### config.mk
export PLATFORM = sky130hd
export DESIGN_NAME = rbp_ram
export DESIGN_NICKNAME = d
export VERILOG_FILES = /design/src/sv/rbp_ram.sv
export SDC_FILE = /design/constraint.sdc
export NUM_CORES = 1
export LEC_CHECK = 0
export BUFFER_PORTS_ARGS = -buffer_cell sky130_fd_sc_hd__buf_2
export CAP_MARGIN = 15
export CELL_PAD_IN_SITES_DETAIL_PLACEMENT = 0
export CELL_PAD_IN_SITES_GLOBAL_PLACEMENT = 1
export CORE_ASPECT_RATIO = 2
export CORE_UTILIZATION = 50
export CTS_CLUSTER_SIZE = 20
export DETAILED_ROUTE_END_ITERATION = 7
export GPL_ROUTABILITY_DRIVEN = 1
export GPL_TIMING_DRIVEN = 0
export PLACE_DENSITY_LB_ADDON = 0.1
export SLEW_MARGIN = 20
export SYNTH_ARGS = -nofsm -noshare
export SYNTH_HDL_FRONTEND = slang
export SYNTH_SLANG_ARGS = --single-unit
### constraint.sdc
create_clock -name i_clk -period 2.1 [get_ports i_clk]
set_input_delay 0.21 -clock i_clk [delete_from_list [all_inputs] [get_ports i_clk]]
set_output_delay 0.21 -clock i_clk [all_outputs]
set_load 0.01 [all_outputs]
### src/sv/rbp_ram.sv
`timescale 1ns / 1ps
// ----------------------------------------------------------------------------
// rbp_ram
// Generic simple dual port RAM with one write port and a registered read.
// ----------------------------------------------------------------------------
module rbp_ram #(
    parameter int WIDTH = 8,
    parameter int DEPTH = 64
) (
    input  logic                     i_clk,
    input  logic                     i_wr_en,
    input  logic [$clog2(DEPTH)-1:0] i_wr_addr,
    input  logic [WIDTH-1:0]         i_wr_data,
    input  logic                     i_rd_en,
    input  logic [$clog2(DEPTH)-1:0] i_rd_addr,
    output logic [WIDTH-1:0]         o_rd_data
);

    logic [WIDTH-1:0] r_mem [DEPTH];
    logic [WIDTH-1:0] r_rd_data;

    always_ff @(posedge i_clk) begin
        if (i_wr_en) begin
            r_mem[i_wr_addr] <= i_wr_data;
        end
        if (i_rd_en) begin
            r_rd_data <= r_mem[i_rd_addr];
        end
    end

    assign o_rd_data = r_rd_data;

endmodule

==> flow_metrics.env <==
export IMPL_status="completed"
export IMPL_irDropWorstVdd_v=0.000763
export IMPL_grt_pass1_vias=9991
export IMPL_syn_area_per_cell_um2=21.5
export IMPL_cts_root_buf="clkbuf_16"
export IMPL_combPwrFrac=0.058
export IMPL_tritoncts="built"
export IMPL_syn_cell_area_mm2=0.0202
export IMPL_ys_flop_type="edfxtp_1"
export IMPL_place_inst=1488
export IMPL_drt_wl_total_mm=50.6
export IMPL_finalNonFillerCells=1568
export IMPL_path_class="in -> reg"
export IMPL_hold_violations=0
export IMPL_drv_cap=0
export IMPL_pwr_share_clk=0.391
export IMPL_leakage_uw=0.00699
export IMPL_ys_seq_elements=520
export IMPL_pin_count=31
export IMPL_start_util=0.510
export IMPL_worstMarginPinSlew_ns=1.05
export IMPL_crit_fanout=10
export IMPL_synth_cell_types=39
export IMPL_placed_cell_area_mm2=0.0210
export IMPL_tns_ns=0
export IMPL_diodes=0
export IMPL_syn_nets=963
export IMPL_dpl_hpwl_mm=33.7
export IMPL_arrival_ns=2.26
export IMPL_grt_overflow=0
export IMPL_whs_path_depth=2
export IMPL_cts_inserted_buffers=44
export IMPL_fin_crit_ns=2.08
export IMPL_htree_levels=2
export IMPL_yosysSeqAreaShare=0.771
export IMPL_drive_gt1_frac=0.293
export IMPL_synth_edf_count=520
export IMPL_antenna_found_initial=0
export IMPL_drc_errors=0
export IMPL_setup_viol=0
export IMPL_cts_clk_slew_worst_paths_ns=0.07
export IMPL_fp_dieH_um=287
export IMPL_async_reset_ff_frac=0
export IMPL_stdcell_area_mm2=0.0227
export IMPL_hold_path_startpoint="i_rd_addr[5]"
export IMPL_synth_top_family_by_area="multiplexers"
export IMPL_cts_sinks=520
export IMPL_powerDensity_mw_per_mm2=922
export IMPL_core_mm2=0.0397
export IMPL_rsz0062_at_grt="true"
export IMPL_grt_max_degree=65
export IMPL_fmax_mhz=480
export IMPL_post_drt_wl_per_cell_um=32.3
export IMPL_drtPass1Iterations=5
export IMPL_grt_pass1_wl_mm=71.8
export IMPL_slew_violations=0
export IMPL_port_buffers=22
export IMPL_seqPwrFrac=0.551
export IMPL_num_vias=9509
export IMPL_die_w_um=144
export IMPL_period_share=0.991
export IMPL_p_sw_uw=4420
export IMPL_fin_nets=1032
export IMPL_cts_path_max_buffers=3
export IMPL_finClkSkew_ns=0.0135
export IMPL_viasPerCell=6.06
export IMPL_hold_path_class="in -> reg"
export IMPL_syn_to_final_growth_pct=12.1
export IMPL_swShare=0.211
export IMPL_r2r_cells=5
export IMPL_yosysWarnings=0
export IMPL_num_rows=103
export IMPL_grt_usage=0.259
export IMPL_die_area_mm2=0.0414
export IMPL_cp_end_kind="register"
export IMPL_synth_fa_ha_area_frac=0
export IMPL_synth_simple_area_share=0.0337
export IMPL_place_gp_congestion=0.872
export IMPL_layout_common_cells="520 x edfxtp_1, 126 x mux4_2, 64 x nor2_1, 45 x clkbuf_16, 20 x buf_4"
export IMPL_cp_required_ns=2.28
export IMPL_insertion_delay_ns=0.56
export IMPL_intPower_uw=16500
export IMPL_nFillCells=3077
export IMPL_reg2reg_from="r_mem[8][0]"
export IMPL_startpoint_type="primary input"
export IMPL_cp_startpoint="i_wr_addr[1]"
export IMPL_antenna_left=0
export IMPL_final_common_cell="edfxtp_1"
export IMPL_synth_area_mux_share=0.159
export IMPL_holdWs_ns=0.127
export IMPL_drtIter0Drc=762
export IMPL_maxSlewHeadroom=0.302
export IMPL_synth_compound_area_share=0.0206
export IMPL_synth_cells=940
export IMPL_synth_xor_area_frac=0
[per-stage QoR]
stage | power, uW | worst slack, ns | utilization
CTS | 21000 | 0.00910 | 0.568
global placement | 12900 | -1.02 | 0.529
finish | 20900 | 0.0182 | 0.572
global route | 21400 | -0.108 | 0.572
detailed placement | 12900 | -1.02 | 0.530
floorplan | 12400 | 0.0837 | -
[worst max-delay path, cell delays in order]
cell	delay, ns
clkbuf_1	0.38
nor2b_1	0.23
nand3_1	0.54
nor2_1	0.89
[flip-flops by register name, indices dropped and copies added (netlist names)]
name	cells
o_rd_data	8
r_mem	512
[repair_timing]
action | in CTS | in global routing
buffers inserted | 0 | 0
hold buffers | 1 | 0
endpoints found under the setup margin | 16 | 122
endpoints found under the hold margin | 8 | 0
pin swaps | 0 | 2
gates resized for setup | 32 | 36
[synth_stat cells, types with 3 or more instances]
library cell / number / area share
o221ai_1: 8 / 0.0035
clkbuf_1: 17 / 0.0032
mux4_2: 126 / 0.14
o22ai_1: 8 / 0.0025
nand2_1: 19 / 0.0035
mux2i_1: 23 / 0.011
buf_2: 11 / 0.0027
nor3_1: 7 / 0.0017
buf_4: 13 / 0.0048
o2bb2ai_1: 3 / 0.0013
buf_6: 4 / 0.0022
nor2_1: 83 / 0.015
a211oi_1: 4 / 0.0015
edfxtp_1: 520 / 0.77
a221oi_1: 6 / 0.0026
nand3b_1: 3 / 0.0011
nand3_1: 13 / 0.0032
buf_1: 4 / 0.00074
mux2_2: 13 / 0.0072
nor2b_1: 14 / 0.0043
o2111ai_1: 3 / 0.0013
a21oi_1: 3 / 0.00074
a22oi_1: 3 / 0.0011
nand2b_1: 7 / 0.0022
[path summary, 6_finish.rpt]
check | slack [ns] | end
hold reg to reg | 0.96 | o_rd_data[2]
setup / recovery | 0.02 | r_mem[19][5]
hold / removal | 0.13 | o_rd_data[5]
setup reg to reg | 0.04 | o_rd_data[0]
[metal layers]
layer | vias up | global-route usage | wire length [um]
li1 | 4063 | - | -
met3 | 84 | 0.0285 | 2030
met4 | 0 | 0.106 | 2080
met2 | 279 | 0.487 | 29000
met1 | 5083 | 0.293 | 17500
met5 | - | 0 | 0
[final cells by class]
type,count,area (um2),area share
clock inverters,29,275,0.0121
well taps,525,657,0.0290
plain buffers,50,367,0.0162
clock buffers,51,1150,0.0506
repair buffers,24,148,0.00651
multi-input cells,369,4480,0.197
flip-flops and latches,520,15600,0.688
[power by group through the flow]
stage / Sequential (uW) / Combinational (uW) / Clock, uW
floorplan: 11800 / 613 / 0
CTS: 11500 / 1200 / 8320
detailed placement: 11800 / 1170 / 0
finish: 11500 / 1210 / 8180
global placement: 11800 / 1160 / 0
global route: 11500 / 1270 / 8640
[kinds of logic (layout without fill, tap and decap cells)]
logic type,count (synthesis),count (layout)
buffers and inverters,51,154
AO/OA/AOI/OAI,54,54
multiplexers,162,162
flip-flops,520,520
AND/OR/NAND/NOR,153,153
Note: power is estimated with default switching activity, not from simulation.
